--- config.mk ---
export PLATFORM = sky130hd
export DESIGN_NAME = vmt_merge
export DESIGN_NICKNAME = d
export VERILOG_FILES = /design/src/rtl/vmt_pkg.sv /design/src/rtl/vmt_merge.sv
export SDC_FILE = /design/constraint.sdc
export NUM_CORES = 1
export LEC_CHECK = 0
export BUFFER_PORTS_ARGS = -buffer_cell sky130_fd_sc_hd__buf_2
export CAP_MARGIN = 25
export CORE_AREA = 8 8 250 252
export DETAILED_ROUTE_END_ITERATION = 6
export DIE_AREA = 0 0 258 260
export PLACE_DENSITY_LB_ADDON = 0.1
export SYNTH_ARGS = -nofsm -noshare
export SYNTH_HDL_FRONTEND = slang
export SYNTH_SLANG_ARGS = --single-unit
--- constraint.sdc ---
create_clock -name i_clk -period 1.05 [get_ports i_clk]
set_input_delay 0.0525 -clock i_clk [delete_from_list [all_inputs] [get_ports i_clk]]
set_output_delay 0.0525 -clock i_clk [all_outputs]
set_load 0.05 [all_outputs]
--- src/rtl/vmt_pkg.sv ---
// ============================================================================
// vmt_pkg: shared types, constants and helpers
// Fixed-point format, matrix type and rounding helpers for the MVP transform.
// ============================================================================
package vmt_pkg;

    localparam int FRAC_BITS    = 16;
    localparam int CORDIC_ITERS = 16;

    localparam int ATAN_LEN = 24;
    localparam int N_IT     = (CORDIC_ITERS < ATAN_LEN) ? CORDIC_ITERS : ATAN_LEN;
    localparam int IT_W     = $clog2(N_IT);
    localparam int SHIFT    = 30 - FRAC_BITS;          // Q16 -> Q30
    localparam int RED_M    = SHIFT - 1;               // top step of the 2pi reduction
    localparam int J_W      = $clog2(RED_M + 1);
    localparam int RED_W    = SHIFT + 36;

    localparam logic signed [63:0] TWO_PI_Q30  = 64'sd6746518852;
    localparam logic signed [63:0] PI_Q30      = 64'sd3373259426;
    localparam logic signed [63:0] HALF_PI_Q30 = 64'sd1686629713;
    localparam logic signed [63:0] GAIN_Q30    = 64'sd652032874;

    localparam logic signed [31:0] ONE     = 32'sd1 <<< FRAC_BITS;
    localparam logic signed [31:0] NEG_ONE = -ONE;
    localparam logic signed [31:0] W_MAX   = 32'sh7fff_ffff;
    localparam logic signed [31:0] W_MIN   = 32'sh8000_0000;

    localparam int N_CFG  = 4;
    localparam int CIDX_W = 8;
    localparam logic [CIDX_W-1:0] CFG_X_SCALE  = CIDX_W'(0);
    localparam logic [CIDX_W-1:0] CFG_Y_SCALE  = CIDX_W'(1);
    localparam logic [CIDX_W-1:0] CFG_Z_SCALE  = CIDX_W'(2);
    localparam logic [CIDX_W-1:0] CFG_Z_OFFSET = CIDX_W'(3);

    localparam logic OP_INSTANCE = 1'b0;
    localparam logic OP_VERTEX   = 1'b1;

    typedef logic signed [31:0] t_word;
    typedef logic [15:0][31:0]  t_mat;       // row-major, entry i = row*4+col
    typedef logic signed [33:0] t_acc;

    typedef enum logic [2:0] {
        S_IDLE, S_TRIG_X, S_TRIG_Y, S_LOAD, S_RUN, S_DRAIN
    } t_state;

    typedef enum logic [2:0] {
        C_IDLE, C_RED, C_FOLD, C_ITER, C_DONE
    } t_cstate;

    typedef struct packed {
        logic valid;
        logic first;
        logic last;
    } t_lane_ctl;

    typedef struct packed {
        logic  done;
        t_word sin_v;
        t_word cos_v;
    } t_trig;

    function automatic t_mat f_ident();
        t_mat m;
        m = '0;
        m[0]  = ONE;
        m[5]  = ONE;
        m[10] = ONE;
        m[15] = ONE;
        return m;
    endfunction

    // round half up, floor shift, saturate
    function automatic t_word f_qround(input logic signed [63:0] p);
        logic signed [64:0] s;
        logic signed [64:0] sh;
        s  = {p[63], p} + (65'sd1 <<< (FRAC_BITS - 1));
        sh = s >>> FRAC_BITS;
        if (sh > 65'(W_MAX))      return W_MAX;
        else if (sh < 65'(W_MIN)) return W_MIN;
        else                      return sh[31:0];
    endfunction

    function automatic t_word f_sat34(input t_acc v);
        if (v > 34'(W_MAX))      return W_MAX;
        else if (v < 34'(W_MIN)) return W_MIN;
        else                     return v[31:0];
    endfunction

    function automatic logic signed [35:0] f_atan(input logic [IT_W-1:0] i);
        logic signed [35:0] v;
        case (5'(i))
            5'd0:    v = 36'sd843314857;
            5'd1:    v = 36'sd497837829;
            5'd2:    v = 36'sd263043837;
            5'd3:    v = 36'sd133525159;
            5'd4:    v = 36'sd67021687;
            5'd5:    v = 36'sd33543516;
            5'd6:    v = 36'sd16775851;
            5'd7:    v = 36'sd8388437;
            5'd8:    v = 36'sd4194283;
            5'd9:    v = 36'sd2097149;
            5'd10:   v = 36'sd1048576;
            5'd11:   v = 36'sd524288;
            5'd12:   v = 36'sd262144;
            5'd13:   v = 36'sd131072;
            5'd14:   v = 36'sd65536;
            5'd15:   v = 36'sd32768;
            5'd16:   v = 36'sd16384;
            5'd17:   v = 36'sd8192;
            5'd18:   v = 36'sd4096;
            5'd19:   v = 36'sd2048;
            5'd20:   v = 36'sd1024;
            5'd21:   v = 36'sd512;
            5'd22:   v = 36'sd256;
            5'd23:   v = 36'sd128;
            default: v = 36'sd0;
        endcase
        return v;
    endfunction

endpackage

--- src/rtl/vmt_merge.sv ---
// ============================================================================
// vmt_merge: result assembly
// Saturates the four lane sums and shifts them in as one result column.
// ============================================================================
module vmt_merge (
    input  logic             i_clk,
    input  logic             i_done,
    input  vmt_pkg::t_acc    i_acc0,
    input  vmt_pkg::t_acc    i_acc1,
    input  vmt_pkg::t_acc    i_acc2,
    input  vmt_pkg::t_acc    i_acc3,
    output vmt_pkg::t_mat    o_res
);
    vmt_pkg::t_mat  r_res;
    vmt_pkg::t_word col [4];

    always_comb begin
        col[0] = vmt_pkg::f_sat34(i_acc0);
        col[1] = vmt_pkg::f_sat34(i_acc1);
        col[2] = vmt_pkg::f_sat34(i_acc2);
        col[3] = vmt_pkg::f_sat34(i_acc3);
    end

    // columns arrive in order; newest goes to column 3
    always_ff @(posedge i_clk) begin
        if (i_done) begin
            for (int r = 0; r < 4; r++) begin
                for (int j = 0; j < 3; j++) begin
                    r_res[r*4+j] <= r_res[r*4+j+1];
                end
                r_res[r*4+3] <= col[r];
            end
        end
    end

    assign o_res = r_res;
endmodule

==> results by group <==
CTS
  – Worst-path clk slew: 60 ps
  – Root cell of the clock tree: clkbuf_16
  – CTS tree: done
  – CTS buffer count: 57
  – CTS max path bufs: 3
  – Clk sinks: 512
  – Clock latency on the worst-skew pair: 590 ps
  – Max H-tree Level: 2

Detailed routing
  – Max Used Layer: met4
  – WL met1: 21,970 µm
  – Drt first pass iters: 4
  – Initial drt markers: 547
  – WL per Instance: 22.42 µm
  – Met2 wire length: 31,840 µm
  – Vias post-DR: 11,800
  – Metal3 WL: 4947 µm
  – # DRC: 0
  – Total wire length: 60,190 µm
  – DR vias/cell: 4.393
  – Antenna-violating nets left: 0

Timing
  – Final Hold Slack: 33.96 ps
  – Fmax: 0.7224 GHz
  – Slew Viols, Final: 0
  – Clock Skews: 23.55 ps
  – Worst Tran Pin Value: 417.2 ps
  – Final setup viols: 512
  – Period utilization: 131.8%
  – RSZ-0062 raised after global routing: true
  – Worst setup margin: -334.3 ps
  – Post-route minimum period: 1384 ps
  – Slew Limit Headroom: 72.19%
  – Final Hold Viols: 0

Power
  – Worst VDD drop: 1.569 mV
  – Lkg Pwr: 0.01175 µW
  – Tot Pwr: 56,840 µW
  – P per Cell Area: 1928 mW/mm²

Yosys
  – Synth Cell Area: 0.01763 mm²
  – Post-synth cell types: 14
  – Syn_nets: 1,060
  – Seq/Total Area, Yosys: 87.22%
  – Yosys reg bits: 512
  – Cell taking the most area after synthesis: edfxtp_1
  – Post-synth top area share: 87.22%
  – Largest cells by area after synthesis: edfxtp_1 87%, a21boi_0 3.7%, o22ai_1 3.4%
  – Cells after synthesis: 922
  – Mean Syn Cell Area: 19.12 µm²
  – Ys Warns: 0

Layout
  – Max reg flops: 512
  – Layout area overhead: 67.28%
  – Final Util: 50.44%
  – Layout cells sized above 1: 46.72%
  – Nets: 2,000
  – FF/Latch Area: 0.01537 mm²
  – Fill count: 4,890
  – Area taken by multi-input logic gates: 0.001852 mm²

Critical path
  – Worst path bufs/invs: 1
  – Largest fanout on the critical path: 2
  – CP Launch Type: flip-flop
  – WS Path Type: flip-flop to output port
  – Slowest stage delay, CP: 520 ps
  – Critical-path cell list: buf_6
  – Crit path max-delay family: flip-flops
  – Worst r2r path cells: 2
  – WP data required: 1000 ps
  – FF-to-FF Start: o_res[493]
  – Signal arrival time at the worst endpoint: 1330 ps
  – FF-to-FF End: o_res[461]
  – Reg2reg setup slack: 80 ps
  – CP Capture Type: output port
  – Slowest CP cell: edfxtp_1

Min path
  – Worst Hold Depth: 4
  – Hold WC Path Type: input pin to flip-flop
  – Worst Min Path Start: i_acc3[31]
  – Hold EP: o_res[496]

GRT
  – Initial antenna violation count: 5
  – Vias in the first global route: 12,190
  – First-pass GRT wire length: 83,680 µm
  – Largest net degree at the start of global routing: 77
  – Overall routing resource usage: 16.65%
  – Gr ovfl total: 0

Floorplanning
  – Std cell rows: 89
  – Die W: 258 µm
  – Die area: 0.06708 mm²
  – Initial Util: 30.15%
  – # IOs: 650
  – Die height: 260 µm
  – Core ar.: 0.05846 mm²

Place
  – Number of port buffers: 649
  – Global placement routability congestion: 0.8100
  – Final HPWL DP: 44,020 µm

Run status
  – Outcome: finished, violations left
  – Failing checks: negative setup slack

Flow run
  – Max-Cap Viols: 0
## cell type report
class	count	share of cell area, %
Clock inverter	32	1.235
Timing Repair Buffer	941	31.51
Sequential cell	512	52.14
Antenna cell	5	0.04243
Inverter	32	0.4074
Clock buffer	72	5.101
Multi-Input combinational cell	318	6.280
Tap cell	773	3.280
## through the flow
| step | cells | area [µm²] | TNS (ps) | worst slack (ps) |
|---|---|---|---|---|
| final | 2685 | 29490 | -90120 | -334.3 |
| after global routing | 2685 | 29490 | -121080 | -381.2 |
| after CTS | 2631 | 29090 | -118900 | -375.6 |
| after detailed placement | 2334 | 22240 | 0 | 21.57 |
| after global placement | 2334 | 22240 | 0 | 48.34 |
| after floorplan | 922 | 17630 | 0 | 99.06 |
## per-layer routing
metal  GRT usage [%]  vias up
met2           30.26      421
met4           4.984        0
met1           18.12     5814
met3           5.864       81
met5               0        -
li1                -     5480
## timing repair
| action | in CTS | in global routing |
|---|---|---|
| hold buffers | 135 | 0 |
| resized for setup | 1024 | 1 |
| pin swaps | 0 | 0 |
| setup endpoints to repair | 512 | 516 |
| buffers inserted | 58 | 50 |
| hold endpoints to repair | 196 | 0 |
| gates cloned | 0 | 1 |
## worst max path at each step
stage | cells past startpoint | startpoint | endpoint | slack [ps]
2_1_floorplan | 4 | i_acc1[31] | o_res[242] | 100
3_3_place_gp | 4 | i_acc2[33] | o_res[369] | 50
3_5_place_dp | 4 | i_acc2[33] | o_res[362] | 20
4_1_cts | 1 | o_res[102] | o_res[102] | -380
5_1_grt | 1 | o_res[102] | o_res[102] | -380
6_report | 1 | o_res[102] | o_res[102] | -330
## cell families (layout without fill, tap and decap cells)
group	Yosys count	after routing	synth area share, %
flip-flops	512	512	87.22
other	0	5	0
AO/OA/AOI/OAI	222	222	8.461
buffers and inverters	92	1077	2.271
AND/OR/NAND/NOR	96	96	2.044
## cells in the mapped netlist
| master | instances |
|---|---|
| nor2_1 | 96 |
| a21boi_0 | 87 |
| a21boi_1 | 9 |
| o21ai_1 | 2 |
| buf_2 | 31 |
| o21bai_2 | 1 |
| a21boi_4 | 1 |
| o22ai_1 | 96 |
| o21ai_0 | 26 |
| buf_4 | 3 |
| clkbuf_2 | 4 |
| inv_1 | 32 |
| clkbuf_1 | 22 |
| edfxtp_1 | 512 |
## report_power, final
group | internal (µW) | switching, µW
Combinational | 4060 | 7330
Sequential | 24400 | 1120
Clock | 11900 | 8050
Total | 40300 | 16500
## cells in the final DEF (no fill, tap or decap), types with 14 or more instances in the layout
master,netlist,routed
buf_2,31,136
o22ai_1,96,96
buf_6,0,512
clkbuf_1,22,14
edfxtp_1,512,512
buf_12,0,23
nor2_1,96,96
o21ai_0,26,26
buf_4,3,135
clkbuf_16,0,59
a21boi_0,87,86
dlygate4sd3_1,0,133
inv_1,32,32
Note: power is estimated with default switching activity, not from simulation.
