### config.mk
export PLATFORM = sky130hd
export DESIGN_NAME = vmt_lane
export DESIGN_NICKNAME = d
export VERILOG_FILES = /design/src/rtl/vmt_pkg.sv /design/src/rtl/vmt_lane.sv
export SDC_FILE = /design/constraint.sdc
export NUM_CORES = 2
export LEC_CHECK = 0
export BUFFER_PORTS_ARGS = -buffer_cell sky130_fd_sc_hd__buf_2
export CAP_MARGIN = 10
export CORE_MARGIN = 2
export CORE_UTILIZATION = 55
export DETAILED_ROUTE_END_ITERATION = 16
export MAX_ROUTING_LAYER = met4
export PLACE_DENSITY_LB_ADDON = 0.08
export SLEW_MARGIN = 5
export SYNTH_ARGS = -nofsm -noshare
export SYNTH_HDL_FRONTEND = slang
export SYNTH_SLANG_ARGS = --single-unit
### constraint.sdc
create_clock -name i_clk -period 9.4 [get_ports i_clk]
set_input_delay 1.41 -clock i_clk [delete_from_list [all_inputs] [get_ports i_clk]]
set_output_delay 1.41 -clock i_clk [all_outputs]
set_load 0.02 [all_outputs]
### src/rtl/vmt_pkg.sv
// ============================================================================
// vmt_pkg: shared types, constants and helpers
// Fixed-point format, matrix type and rounding helpers for the MVP transform.
// ============================================================================
package vmt_pkg;

    localparam int FRAC_BITS    = 16;
    localparam int CORDIC_ITERS = 16;

    localparam int ATAN_LEN = 24;
    localparam int N_IT     = (CORDIC_ITERS < ATAN_LEN) ? CORDIC_ITERS : ATAN_LEN;
    localparam int IT_W     = $clog2(N_IT);
    localparam int SHIFT    = 30 - FRAC_BITS;          // Q16 -> Q30
    localparam int RED_M    = SHIFT - 1;               // top step of the 2pi reduction
    localparam int J_W      = $clog2(RED_M + 1);
    localparam int RED_W    = SHIFT + 36;

    localparam logic signed [63:0] TWO_PI_Q30  = 64'sd6746518852;
    localparam logic signed [63:0] PI_Q30      = 64'sd3373259426;
    localparam logic signed [63:0] HALF_PI_Q30 = 64'sd1686629713;
    localparam logic signed [63:0] GAIN_Q30    = 64'sd652032874;

    localparam logic signed [31:0] ONE     = 32'sd1 <<< FRAC_BITS;
    localparam logic signed [31:0] NEG_ONE = -ONE;
    localparam logic signed [31:0] W_MAX   = 32'sh7fff_ffff;
    localparam logic signed [31:0] W_MIN   = 32'sh8000_0000;

    localparam int N_CFG  = 4;
    localparam int CIDX_W = 8;
    localparam logic [CIDX_W-1:0] CFG_X_SCALE  = CIDX_W'(0);
    localparam logic [CIDX_W-1:0] CFG_Y_SCALE  = CIDX_W'(1);
    localparam logic [CIDX_W-1:0] CFG_Z_SCALE  = CIDX_W'(2);
    localparam logic [CIDX_W-1:0] CFG_Z_OFFSET = CIDX_W'(3);

    localparam logic OP_INSTANCE = 1'b0;
    localparam logic OP_VERTEX   = 1'b1;

    typedef logic signed [31:0] t_word;
    typedef logic [15:0][31:0]  t_mat;       // row-major, entry i = row*4+col
    typedef logic signed [33:0] t_acc;

    typedef enum logic [2:0] {
        S_IDLE, S_TRIG_X, S_TRIG_Y, S_LOAD, S_RUN, S_DRAIN
    } t_state;

    typedef enum logic [2:0] {
        C_IDLE, C_RED, C_FOLD, C_ITER, C_DONE
    } t_cstate;

    typedef struct packed {
        logic valid;
        logic first;
        logic last;
    } t_lane_ctl;

    typedef struct packed {
        logic  done;
        t_word sin_v;
        t_word cos_v;
    } t_trig;

    function automatic t_mat f_ident();
        t_mat m;
        m = '0;
        m[0]  = ONE;
        m[5]  = ONE;
        m[10] = ONE;
        m[15] = ONE;
        return m;
    endfunction

    // round half up, floor shift, saturate
    function automatic t_word f_qround(input logic signed [63:0] p);
        logic signed [64:0] s;
        logic signed [64:0] sh;
        s  = {p[63], p} + (65'sd1 <<< (FRAC_BITS - 1));
        sh = s >>> FRAC_BITS;
        if (sh > 65'(W_MAX))      return W_MAX;
        else if (sh < 65'(W_MIN)) return W_MIN;
        else                      return sh[31:0];
    endfunction

    function automatic t_word f_sat34(input t_acc v);
        if (v > 34'(W_MAX))      return W_MAX;
        else if (v < 34'(W_MIN)) return W_MIN;
        else                     return v[31:0];
    endfunction

    function automatic logic signed [35:0] f_atan(input logic [IT_W-1:0] i);
        logic signed [35:0] v;
        case (5'(i))
            5'd0:    v = 36'sd843314857;
            5'd1:    v = 36'sd497837829;
            5'd2:    v = 36'sd263043837;
            5'd3:    v = 36'sd133525159;
            5'd4:    v = 36'sd67021687;
            5'd5:    v = 36'sd33543516;
            5'd6:    v = 36'sd16775851;
            5'd7:    v = 36'sd8388437;
            5'd8:    v = 36'sd4194283;
            5'd9:    v = 36'sd2097149;
            5'd10:   v = 36'sd1048576;
            5'd11:   v = 36'sd524288;
            5'd12:   v = 36'sd262144;
            5'd13:   v = 36'sd131072;
            5'd14:   v = 36'sd65536;
            5'd15:   v = 36'sd32768;
            5'd16:   v = 36'sd16384;
            5'd17:   v = 36'sd8192;
            5'd18:   v = 36'sd4096;
            5'd19:   v = 36'sd2048;
            5'd20:   v = 36'sd1024;
            5'd21:   v = 36'sd512;
            5'd22:   v = 36'sd256;
            5'd23:   v = 36'sd128;
            default: v = 36'sd0;
        endcase
        return v;
    endfunction

endpackage

### src/rtl/vmt_lane.sv
// ============================================================================
// vmt_lane: one multiply-accumulate lane
// Registered 32x32 product, then round/saturate and a 4-term accumulate.
// ============================================================================
module vmt_lane (
    input  logic               i_clk,
    input  logic               i_rst_n,
    input  vmt_pkg::t_lane_ctl i_ctl,
    input  vmt_pkg::t_word     i_a,
    input  vmt_pkg::t_word     i_b,
    output logic               o_done,
    output vmt_pkg::t_acc      o_acc
);
    logic signed [63:0] r_prod;
    vmt_pkg::t_lane_ctl r_ctl;
    vmt_pkg::t_acc      r_acc;
    logic               r_done;
    vmt_pkg::t_acc      n_acc;
    vmt_pkg::t_word     q;

    always_comb begin
        q     = vmt_pkg::f_qround(r_prod);
        n_acc = r_ctl.first ? 34'(q) : r_acc + 34'(q);
    end

    always_ff @(posedge i_clk) begin
        if (!i_rst_n) begin
            r_ctl  <= '0;
            r_done <= 1'b0;
        end else begin
            r_ctl  <= i_ctl;
            r_done <= r_ctl.valid & r_ctl.last;
        end
        r_prod <= $signed(i_a) * $signed(i_b);
        if (r_ctl.valid) begin
            r_acc <= n_acc;
        end
    end

    assign o_done = r_done;
    assign o_acc  = r_acc;
endmodule

==> results.sh <==
export IMPL_use_met2_pct=51.0
export IMPL_ys_seq_area_share_pct=5.05
export IMPL_wire_per_inst_um=19.5
export IMPL_gp_congestion=0.884
export IMPL_io_buffers=103
export IMPL_insertion_delay_ns=0.35
export IMPL_cp_required_ns=9.64
export IMPL_rsz0062_at_grt="false"
export IMPL_worstSetupEndpointType="flop"
export IMPL_overflow=0
export IMPL_slowest_delay_ns=0.58
export IMPL_grt_busiest_layer="met2"
export IMPL_async_flop_share_pct=0
export IMPL_ys_flop_type="dfxtp_1"
export IMPL_relSlewSlack_pct=42.3
export IMPL_fin_nets=5722
export IMPL_grt_pass1_vias=32000
export IMPL_htree_levels=3
export IMPL_synth_cells=4356
export IMPL_via_per_inst=5.34
export IMPL_initial_core_util_pct=55.4
export IMPL_fp_row_count=100
export IMPL_setup_tns_ns=0
export IMPL_final_cell_mix="fa_1 (1082), inv_1 (984), nand2_1 (525)"
export IMPL_cts_root_buffer="clkbuf_16"
export IMPL_cpMostUsedCell="fa_1"
export IMPL_hold_path_class="flop to flop"
export IMPL_cts_sinks=87
export IMPL_cts_setup_buffers=0
export IMPL_critPathLaunchType="primary input"
export IMPL_layout_commonest_cell="fa_1"
export IMPL_tightestPinTransition_ns=0.853
export IMPL_pin_count=104
export IMPL_finalHoldViolations=0
export IMPL_wl_mm=104
export IMPL_die_w_um=278
export IMPL_antenna_found_initial=3
export IMPL_syn_area_sq_mm=0.0412
export IMPL_use_met1_pct=38.0
export IMPL_ant_nets=0
export IMPL_cts_buffers_inserted=9
export IMPL_cp_buffers_inverters=7
export IMPL_cts_clk_slew_worst_paths_ns=0.06
export IMPL_period_share_pct=92.6
export IMPL_ys_warn_count=0
export IMPL_maxSlewViolCount=0
export IMPL_grt_pass1_wl_mm=174
export IMPL_max_freq_ghz=0.115
export IMPL_syn_nets=5721
export IMPL_drc_errors=0
export IMPL_cap_violations=0
export IMPL_setup_violations=0
export IMPL_dp_hpwl_mm=89.6
export IMPL_drt_iter0_markers=1318
export IMPL_critPathMaxFanout=14
export IMPL_period_needed_ns=8.71
export IMPL_grt_use_total_pct=29.7
export IMPL_coreArea_sq_mm=0.0743
export IMPL_area_growth_syn_to_layout_pct=4.86
export IMPL_vias=28500
export IMPL_cts_hold_buf=0
export IMPL_cts_buffer_depth=2
export IMPL_outcome="finished, final reports clean"
export IMPL_syn_area_per_cell_sq_um=9.46
export IMPL_ys_ff_latch=87
export IMPL_cts_tree="done"
export IMPL_grtUsageMet3_pct=2.66
export IMPL_grt_start_max_net_pins=35
export IMPL_die_y_um=278
export IMPL_skew_ns=0.0143
export IMPL_cts_repair_resized=0
export IMPL_final_layout_size_suffix_gt1_share_pct=7.06
export IMPL_critical_path_class="primary input to flop"
export IMPL_die_area_sq_mm=0.0771
export IMPL_synth_edf_count=34
export IMPL_crit_arrival_ns=8.94
export IMPL_cp_top_family="adder cells"
export IMPL_synth_cell_types=77
export IMPL_dr_pass1_iters=5
export IMPL_critPathSlowestCell="fa_1"
## metrics by stage
stage                     utilization [%]  cell area [sq um]  hold slack [ns]  cells  setup WS (ns)
after floorplan                         -              41200            0.429   4356          0.495
after detailed placement             57.7              42900            0.444   5315          0.381
after global placement               57.7              42900            0.431   5315          0.333
final                                58.1              43200            0.453   5335          0.693
after global routing                 58.1              43200            0.486   5334          0.290
after CTS                            58.1              43200            0.456   5331          0.716
## path summary, 6_finish.rpt
path / startpoint / end / slack [ns] / cells after the start
hold reg to reg: r_ctl[0] / o_done / 0.45 / 1
setup / recovery: i_b[2] / r_prod[58] / 0.69 / 27
hold / removal: r_ctl[0] / o_done / 0.45 / 1
setup reg to reg: r_prod[15] / o_acc[28] / 2.47 / 23
## cell families after synthesis
group	after synthesis	share of synthesized area (%)
fa+ha+maj	1296	59.1
mux	27	0.735
compound gates	310	5.08
simple gates	1298	16.2
xor+xnor	126	2.68
flops	87	5.05
buf+inv	1212	11.2
## registers in the layout (all words and copies together), names as in the netlist
| signal | count |
|---|---|
| o_done | 1 |
| r_prod | 49 |
| r_ctl | 3 |
| o_acc | 34 |
## cell type report
| cell class | instances | area, sq um |
|---|---|---|
| Sequential cell | 87 | 2080 |
| Tap cell | 969 | 1210 |
| Timing Repair Buffer | 218 | 1430 |
| Clock inverter | 7 | 46.3 |
| Multi-Input combinational cell | 3057 | 34500 |
| Clock buffer | 9 | 225 |
| Antenna cell | 4 | 10.0 |
| Inverter | 984 | 3690 |
| Fill cell | 6756 | 31100 |
## metal layers
metal / part of all wire (%) / vias to the layer above
met2: 51 / 700
li1: - / 12800
met5: 0 / -
met4: 2.9 / 0
met1: 42 / 14800
met3: 4.4 / 127
## worst register-to-register path, cell delays in order (launching register included)
cell	delay [ns]
dfxtp_1	0.36
ha_1	0.22
nand4_1	0.19
nor4_1	0.62
nand3_1	0.29
or4_4	0.51
nor2_2	0.13
mux2_1	0.33
o21ai_1	0.16
a41o_4	0.53
nor2b_4	0.28
nor2_1	0.05
ha_1	0.23
fa_1	0.40
a21o_1	0.17
a21o_1	0.21
a2111o_1	0.46
a21oi_1	0.23
o22ai_1	0.19
or2_2	0.33
a31o_2	0.26
a31oi_1	0.20
xnor2_1	0.08
mux2_2	0.26
## synth_stat cells, types with 6 or more instances
| library cell | count | area [sq um] |
|---|---|---|
| ha_1 | 214 | 2680 |
| a21oi_1 | 75 | 375 |
| nand2b_1 | 19 | 119 |
| fa_1 | 1082 | 21700 |
| nor2b_1 | 11 | 68.8 |
| a31oi_1 | 16 | 100 |
| xor2_1 | 55 | 482 |
| o21ai_0 | 53 | 265 |
| dfxtp_1 | 53 | 1060 |
| o21ai_2 | 28 | 245 |
| a211oi_1 | 12 | 90.1 |
| and2_1 | 523 | 3270 |
| nand3_1 | 41 | 205 |
| and4_1 | 9 | 78.8 |
| nor3_1 | 17 | 85.1 |
| o21a_1 | 10 | 75.1 |
| edfxtp_1 | 34 | 1020 |
| or3_1 | 6 | 37.5 |
| o21bai_1 | 10 | 75.1 |
| clkbuf_1 | 216 | 811 |
| nor2_1 | 71 | 267 |
| xnor2_1 | 71 | 622 |
| and3_1 | 13 | 81.3 |
| a21o_1 | 57 | 428 |
| inv_1 | 984 | 3690 |
| nand2_1 | 525 | 1970 |
| nand4_1 | 30 | 188 |
| mux2_2 | 25 | 282 |
Power is not shown: default switching activity piles up to over one toggle a cycle in this logic, so the estimate is an artifact.
