`src/rtl/vmt_pkg.sv`:
```
// ============================================================================
// vmt_pkg: shared types, constants and helpers
// Fixed-point format, matrix type and rounding helpers for the MVP transform.
// ============================================================================
package vmt_pkg;

    localparam int FRAC_BITS    = 16;
    localparam int CORDIC_ITERS = 16;

    localparam int ATAN_LEN = 24;
    localparam int N_IT     = (CORDIC_ITERS < ATAN_LEN) ? CORDIC_ITERS : ATAN_LEN;
    localparam int IT_W     = $clog2(N_IT);
    localparam int SHIFT    = 30 - FRAC_BITS;          // Q16 -> Q30
    localparam int RED_M    = SHIFT - 1;               // top step of the 2pi reduction
    localparam int J_W      = $clog2(RED_M + 1);
    localparam int RED_W    = SHIFT + 36;

    localparam logic signed [63:0] TWO_PI_Q30  = 64'sd6746518852;
    localparam logic signed [63:0] PI_Q30      = 64'sd3373259426;
    localparam logic signed [63:0] HALF_PI_Q30 = 64'sd1686629713;
    localparam logic signed [63:0] GAIN_Q30    = 64'sd652032874;

    localparam logic signed [31:0] ONE     = 32'sd1 <<< FRAC_BITS;
    localparam logic signed [31:0] NEG_ONE = -ONE;
    localparam logic signed [31:0] W_MAX   = 32'sh7fff_ffff;
    localparam logic signed [31:0] W_MIN   = 32'sh8000_0000;

    localparam int N_CFG  = 4;
    localparam int CIDX_W = 8;
    localparam logic [CIDX_W-1:0] CFG_X_SCALE  = CIDX_W'(0);
    localparam logic [CIDX_W-1:0] CFG_Y_SCALE  = CIDX_W'(1);
    localparam logic [CIDX_W-1:0] CFG_Z_SCALE  = CIDX_W'(2);
    localparam logic [CIDX_W-1:0] CFG_Z_OFFSET = CIDX_W'(3);

    localparam logic OP_INSTANCE = 1'b0;
    localparam logic OP_VERTEX   = 1'b1;

    typedef logic signed [31:0] t_word;
    typedef logic [15:0][31:0]  t_mat;       // row-major, entry i = row*4+col
    typedef logic signed [33:0] t_acc;

    typedef enum logic [2:0] {
        S_IDLE, S_TRIG_X, S_TRIG_Y, S_LOAD, S_RUN, S_DRAIN
    } t_state;

    typedef enum logic [2:0] {
        C_IDLE, C_RED, C_FOLD, C_ITER, C_DONE
    } t_cstate;

    typedef struct packed {
        logic valid;
        logic first;
        logic last;
    } t_lane_ctl;

    typedef struct packed {
        logic  done;
        t_word sin_v;
        t_word cos_v;
    } t_trig;

    function automatic t_mat f_ident();
        t_mat m;
        m = '0;
        m[0]  = ONE;
        m[5]  = ONE;
        m[10] = ONE;
        m[15] = ONE;
        return m;
    endfunction

    // round half up, floor shift, saturate
    function automatic t_word f_qround(input logic signed [63:0] p);
        logic signed [64:0] s;
        logic signed [64:0] sh;
        s  = {p[63], p} + (65'sd1 <<< (FRAC_BITS - 1));
        sh = s >>> FRAC_BITS;
        if (sh > 65'(W_MAX))      return W_MAX;
        else if (sh < 65'(W_MIN)) return W_MIN;
        else                      return sh[31:0];
    endfunction

    function automatic t_word f_sat34(input t_acc v);
        if (v > 34'(W_MAX))      return W_MAX;
        else if (v < 34'(W_MIN)) return W_MIN;
        else                     return v[31:0];
    endfunction

    function automatic logic signed [35:0] f_atan(input logic [IT_W-1:0] i);
        logic signed [35:0] v;
        case (5'(i))
            5'd0:    v = 36'sd843314857;
            5'd1:    v = 36'sd497837829;
            5'd2:    v = 36'sd263043837;
            5'd3:    v = 36'sd133525159;
            5'd4:    v = 36'sd67021687;
            5'd5:    v = 36'sd33543516;
            5'd6:    v = 36'sd16775851;
            5'd7:    v = 36'sd8388437;
            5'd8:    v = 36'sd4194283;
            5'd9:    v = 36'sd2097149;
            5'd10:   v = 36'sd1048576;
            5'd11:   v = 36'sd524288;
            5'd12:   v = 36'sd262144;
            5'd13:   v = 36'sd131072;
            5'd14:   v = 36'sd65536;
            5'd15:   v = 36'sd32768;
            5'd16:   v = 36'sd16384;
            5'd17:   v = 36'sd8192;
            5'd18:   v = 36'sd4096;
            5'd19:   v = 36'sd2048;
            5'd20:   v = 36'sd1024;
            5'd21:   v = 36'sd512;
            5'd22:   v = 36'sd256;
            5'd23:   v = 36'sd128;
            default: v = 36'sd0;
        endcase
        return v;
    endfunction

endpackage

```
`src/rtl/vmt_cordic.sv`:
```
// ============================================================================
// vmt_cordic: iterative sine/cosine
// 2pi reduction one step a cycle, quadrant fold, then one CORDIC step a cycle.
// ============================================================================
module vmt_cordic (
    input  logic           i_clk,
    input  logic           i_rst_n,
    input  logic           i_start,
    input  vmt_pkg::t_word i_angle,
    output vmt_pkg::t_trig o_trig
);
    localparam int RED_W = vmt_pkg::RED_W;
    localparam logic [RED_W-1:0] TWO_PI_W = RED_W'(vmt_pkg::TWO_PI_Q30);

    vmt_pkg::t_cstate       r_st, n_st;
    logic [RED_W-1:0]       r_u;
    logic [vmt_pkg::J_W-1:0]  r_j;
    logic [vmt_pkg::IT_W-1:0] r_i;
    logic signed [35:0]     r_x, r_y, r_z;
    logic                   r_neg;

    logic [RED_W-1:0]       ang_ext, cmp;
    logic signed [35:0]     r0, r1, fz, dx, dy, xr, cr, sr;
    logic                   fneg;
    logic                   idle_like;

    assign idle_like = (r_st == vmt_pkg::C_IDLE) || (r_st == vmt_pkg::C_DONE);

    always_comb begin
        ang_ext = {{(RED_W-32){i_angle[31]}}, i_angle} << vmt_pkg::SHIFT;
        cmp     = TWO_PI_W << r_j;
        r0      = {1'b0, r_u[34:0]};
        r1      = (r0 > 36'(vmt_pkg::PI_Q30)) ? r0 - 36'(vmt_pkg::TWO_PI_Q30) : r0;
        fneg    = 1'b0;
        fz      = r1;
        if (r1 > 36'(vmt_pkg::HALF_PI_Q30)) begin
            fz   = 36'(vmt_pkg::PI_Q30) - r1;
            fneg = 1'b1;
        end else if (r1 < -36'(vmt_pkg::HALF_PI_Q30)) begin
            fz   = -36'(vmt_pkg::PI_Q30) - r1;
            fneg = 1'b1;
        end
        dx = r_y >>> r_i;
        dy = r_x >>> r_i;
        xr = r_neg ? -r_x : r_x;
        cr = (xr  + (36'sd1 <<< (vmt_pkg::SHIFT - 1))) >>> vmt_pkg::SHIFT;
        sr = (r_y + (36'sd1 <<< (vmt_pkg::SHIFT - 1))) >>> vmt_pkg::SHIFT;
    end

    always_comb begin
        n_st = r_st;
        unique case (r_st)
            vmt_pkg::C_IDLE, vmt_pkg::C_DONE: begin
                n_st = i_start ? vmt_pkg::C_RED : vmt_pkg::C_IDLE;
            end
            vmt_pkg::C_RED: begin
                if (r_j == '0) n_st = vmt_pkg::C_FOLD;
            end
            vmt_pkg::C_FOLD: n_st = vmt_pkg::C_ITER;
            vmt_pkg::C_ITER: begin
                if (r_i == vmt_pkg::IT_W'(vmt_pkg::N_IT - 1)) n_st = vmt_pkg::C_DONE;
            end
            default: n_st = vmt_pkg::C_IDLE;
        endcase
    end

    always_ff @(posedge i_clk) begin
        if (!i_rst_n) begin
            r_st <= vmt_pkg::C_IDLE;
        end else begin
            r_st <= n_st;
        end
    end

    always_ff @(posedge i_clk) begin
        if (idle_like && i_start) begin
            // bias keeps the dividend positive: floor modulo by subtraction
            r_u <= ang_ext + (TWO_PI_W << vmt_pkg::RED_M);
            r_j <= vmt_pkg::J_W'(vmt_pkg::RED_M);
        end
        if (r_st == vmt_pkg::C_RED) begin
            if (r_u >= cmp) r_u <= r_u - cmp;
            r_j <= r_j - 1'b1;
        end
        if (r_st == vmt_pkg::C_FOLD) begin
            r_z   <= fz;
            r_x   <= 36'(vmt_pkg::GAIN_Q30);
            r_y   <= '0;
            r_neg <= fneg;
            r_i   <= '0;
        end
        if (r_st == vmt_pkg::C_ITER) begin
            if (r_z >= 0) begin
                r_x <= r_x - dx;
                r_y <= r_y + dy;
                r_z <= r_z - vmt_pkg::f_atan(r_i);
            end else begin
                r_x <= r_x + dx;
                r_y <= r_y - dy;
                r_z <= r_z + vmt_pkg::f_atan(r_i);
            end
            r_i <= r_i + 1'b1;
        end
    end

    assign o_trig.done  = (r_st == vmt_pkg::C_DONE);
    assign o_trig.cos_v = cr[31:0];
    assign o_trig.sin_v = sr[31:0];
endmodule
```
`config.mk`:
```
export PLATFORM = sky130hd
export DESIGN_NAME = vmt_cordic
export DESIGN_NICKNAME = d
export VERILOG_FILES = /design/src/rtl/vmt_pkg.sv /design/src/rtl/vmt_cordic.sv
export SDC_FILE = /design/constraint.sdc
export NUM_CORES = 1
export LEC_CHECK = 0
export ABC_AREA = 1
export BUFFER_PORTS_ARGS = -buffer_cell sky130_fd_sc_hd__buf_4
export CORE_ASPECT_RATIO = 1.1
export CORE_MARGIN = 4
export CORE_UTILIZATION = 40
export DETAILED_ROUTE_END_ITERATION = 12
export PLACE_DENSITY = 0.55
export SLEW_MARGIN = 25
export SYNTH_ARGS = -nofsm -noshare
export SYNTH_HDL_FRONTEND = slang
export SYNTH_SLANG_ARGS = --single-unit
```
`constraint.sdc`:
```
create_clock -name i_clk -period 9.8 [get_ports i_clk]
set_input_delay 0.98 -clock i_clk [delete_from_list [all_inputs] [get_ports i_clk]]
set_output_delay 0.98 -clock i_clk [all_outputs]
set_load 0.1 [all_outputs]
```
==> impl_metrics.yaml <==
outcome:
  status: "finished clean"
detailed_routing:
  wire_per_inst_um: 17.48
  ant_nets: 0
  drtIter0Drc: 2960
  firstDrtPassIters: 6
  num_vias: 32230
  viasPerCell: 5.383
  drc_errors: 0
  drt-total-wl_mm: 104.7
die:
  dieWidth_um: 267.4
  die_area_um2: 78420
  fp.dieH_um: 293.3
  num_rows: 104
  start_util: 0.4040
  core_um2: 73260
  ios: 100
cts:
  post-cts-setup-buffers: 0
  clk_pin_slew_ns: 0.09
  cts.hold.buffers_added: 0
  clk_latency_ns: 0.52
  cts-root-buf: "clkbuf_16"
  cts_buffer_depth: 2
  cts_tree: "built"
  cts_max_level: 4
  clkSinkCount: 198
  cts_resized: 0
  cts_buffers: 17
global_routing:
  antenna_found_initial: 0
  grt_pass1_wl_mm: 164.6
  grt_max_degree: 115
  grt_overflow_total: 0
  grt_pass1_vias: 29970
  grt_usage: 0.2605
layout:
  n_antenna_cell: 0
  post_route_cells_drive_above_1_share: 0.05066
  n_fill_cell: 8130
  synthToLayoutAreaGrowth_pct: 6.261
  nets: 5236
logic_synthesis:
  yosys-top-cells-area: "nand2_1, edfxtp_1, o21ai_0"
  seq_area_frac_synth: 0.1742
  ys.flop_type: "edfxtp_1"
  ys_types: 68
  synth_top_area_cell: "nand2_1"
  syn-instance-count: 5051
  avgSynthCellArea_um2: 5.860
  yosys_warnings: 0
  synth_nets: 5266
  yosysTopAreaCellShare: 0.1783
  synthArstFlopShare: 0
  synth_edf_count: 119
  ys_ff_latch: 198
  syn-cell-area_um2: 29600
sta:
  period_share: 0.7010
  relSlewSlack: 0.3014
  worstMarginPinSlew_ns: 1.035
  slew_violations: 0
  skew_ns: 0.02580
  rsz0062_at_grt: "false"
  fmax_mhz: 145.6
  finalHoldViolCount: 0
  finalSetupViolCount: 0
  tns_ns: 0
  min_period_ns: 6.870
setup_path:
  critPathLaunchType: "flop"
  critical_path_peak_fanout: 66
  cp.required_ns: 10.18
  cp-end-kind: "flop"
  slowest_delay_ns: 0.88
  cpMostUsedCell: "nand2_1"
  arrival_ns: 7.25
  crit_slowest_cell: "o311ai_0"
  critPathKind: "flop to flop"
flow_run:
  maxCapViolations: 0
placed_design:
  io_buffer_count: 99
  hpwl_mm: 83.71
  place.gp.congestion: 0.9491
worst_hold_path:
  hold_class: "flop to flop"
==> final timing paths <==
kind / to / cells past startpoint / from / slack (ns)
worst max register to register: r_y[34]$_SDFFCE_PN0N_ / 27 / r_i[1]$_DFFE_PN_ / 2.93
worst max-delay path: r_y[34]$_SDFFCE_PN0N_ / 27 / r_i[1]$_DFFE_PN_ / 2.93
worst min-delay path: r_u[47]$_DFF_P_ / 2 / r_u[47]$_DFF_P_ / 0.48
worst min register to register: r_u[47]$_DFF_P_ / 2 / r_u[47]$_DFF_P_ / 0.48
==> metal layers <==
metal / share of wire / track usage / up-vias / wire length (um)
li1: - / - / 16640 / -
met1: 0.46 / 0.3484 / 14640 / 48170
met2: 0.47 / 0.4459 / 824 / 48800
met3: 0.046 / 0.02638 / 124 / 4862
met4: 0.027 / 0.07539 / 0 / 2827
met5: 0 / 0 / - / 0
==> layout by cell type (no fill, tap or decap), drive strengths merged, types with 6 or more instances in the layout <==
cell / instances
a21o: 12
nor2: 599
xnor2: 63
nor3: 74
dfxtp: 79
clkinv: 7
or2: 33
o21a: 31
nand2: 1426
edfxtp: 119
a21oi: 360
o21ai: 488
a31oi: 38
o211ai: 37
a21boi: 9
nor4: 21
and2: 6
inv: 584
mux2i: 49
nand3: 354
o21bai: 7
xor2: 198
nand4: 50
buf: 120
clkbuf: 20
nand3b: 18
ha: 177
==> synthesized netlist by cell type (8+ instances only) <==
master    count
a21boi_0      8
a21o_1       12
a21oi_1     360
a31oi_1      38
buf_1        17
buf_2        41
buf_4        30
clkbuf_1     76
dfxtp_1      79
edfxtp_1    119
ha_1        177
inv_1       554
inv_2        22
mux2i_1      49
nand2_1    1406
nand2_2      14
nand3_1     349
nand3b_1     18
nand4_1      50
nor2_1      588
nor2_2        8
nor3_1       74
nor4_1       21
o211ai_1     37
o21a_1       31
o21ai_0     475
o21ai_1       9
or2_2        30
xnor2_1      63
xor2_1      196
==> cell type report <==
cell class	count	area [um2]	area share
inverters	580	2177	0.06922
multi-input cells	4104	21440	0.6818
repair buffers	120	913.4	0.02904
clock buffers	20	456.7	0.01452
well taps	954	1194	0.03795
clock inverters	12	112.6	0.003580
flip-flops and latches	198	5155	0.1639
==> kinds of logic (layout without fill, tap and decap cells) <==
group,after synthesis,count (layout),share of synthesized area
XOR/XNOR,261,261,0.07774
adder cells (fa/ha/maj),180,180,0.07685
AO/OA/AOI/OAI,1020,1020,0.1871
multiplexers,49,49,0.01657
AND/OR/NAND/NOR,2594,2594,0.3655
buffers and inverters,749,732,0.1020
flip-flops,198,198,0.1742
==> per-stage QoR <==
| stage | util | setup slack [ns] | hold slack (ns) | cell area [um2] | cells |
|---|---|---|---|---|---|
| 2_1_floorplan | - | 2.084 | 0.4539 | 29600 | 5051 |
| 3_3_place_gp | 0.4215 | 3.224 | 0.4696 | 30880 | 5956 |
| 3_5_place_dp | 0.4215 | 3.092 | 0.4694 | 30880 | 5956 |
| 4_1_cts | 0.4293 | 3.061 | 0.4818 | 31450 | 5988 |
| 5_1_grt | 0.4293 | 2.006 | 0.5229 | 31450 | 5988 |
| 6_report | 0.4293 | 2.930 | 0.4841 | 31450 | 5988 |
==> worst max-delay path, delay by kind of cell, from the launching register on <==
| family | cells | cell delay, ns |
|---|---|---|
| AO/OA/AOI/OAI | 12 | 3.23 |
| flip-flops | 1 | 0.37 |
| buffers and inverters | 3 | 1.16 |
| AND/OR/NAND/NOR | 10 | 1.44 |
| adder cells (fa/ha/maj) | 1 | 0.35 |
| XOR/XNOR | 1 | 0.16 |
Power is not shown: default switching activity piles up to over one toggle a cycle in this logic, so the estimate is an artifact.
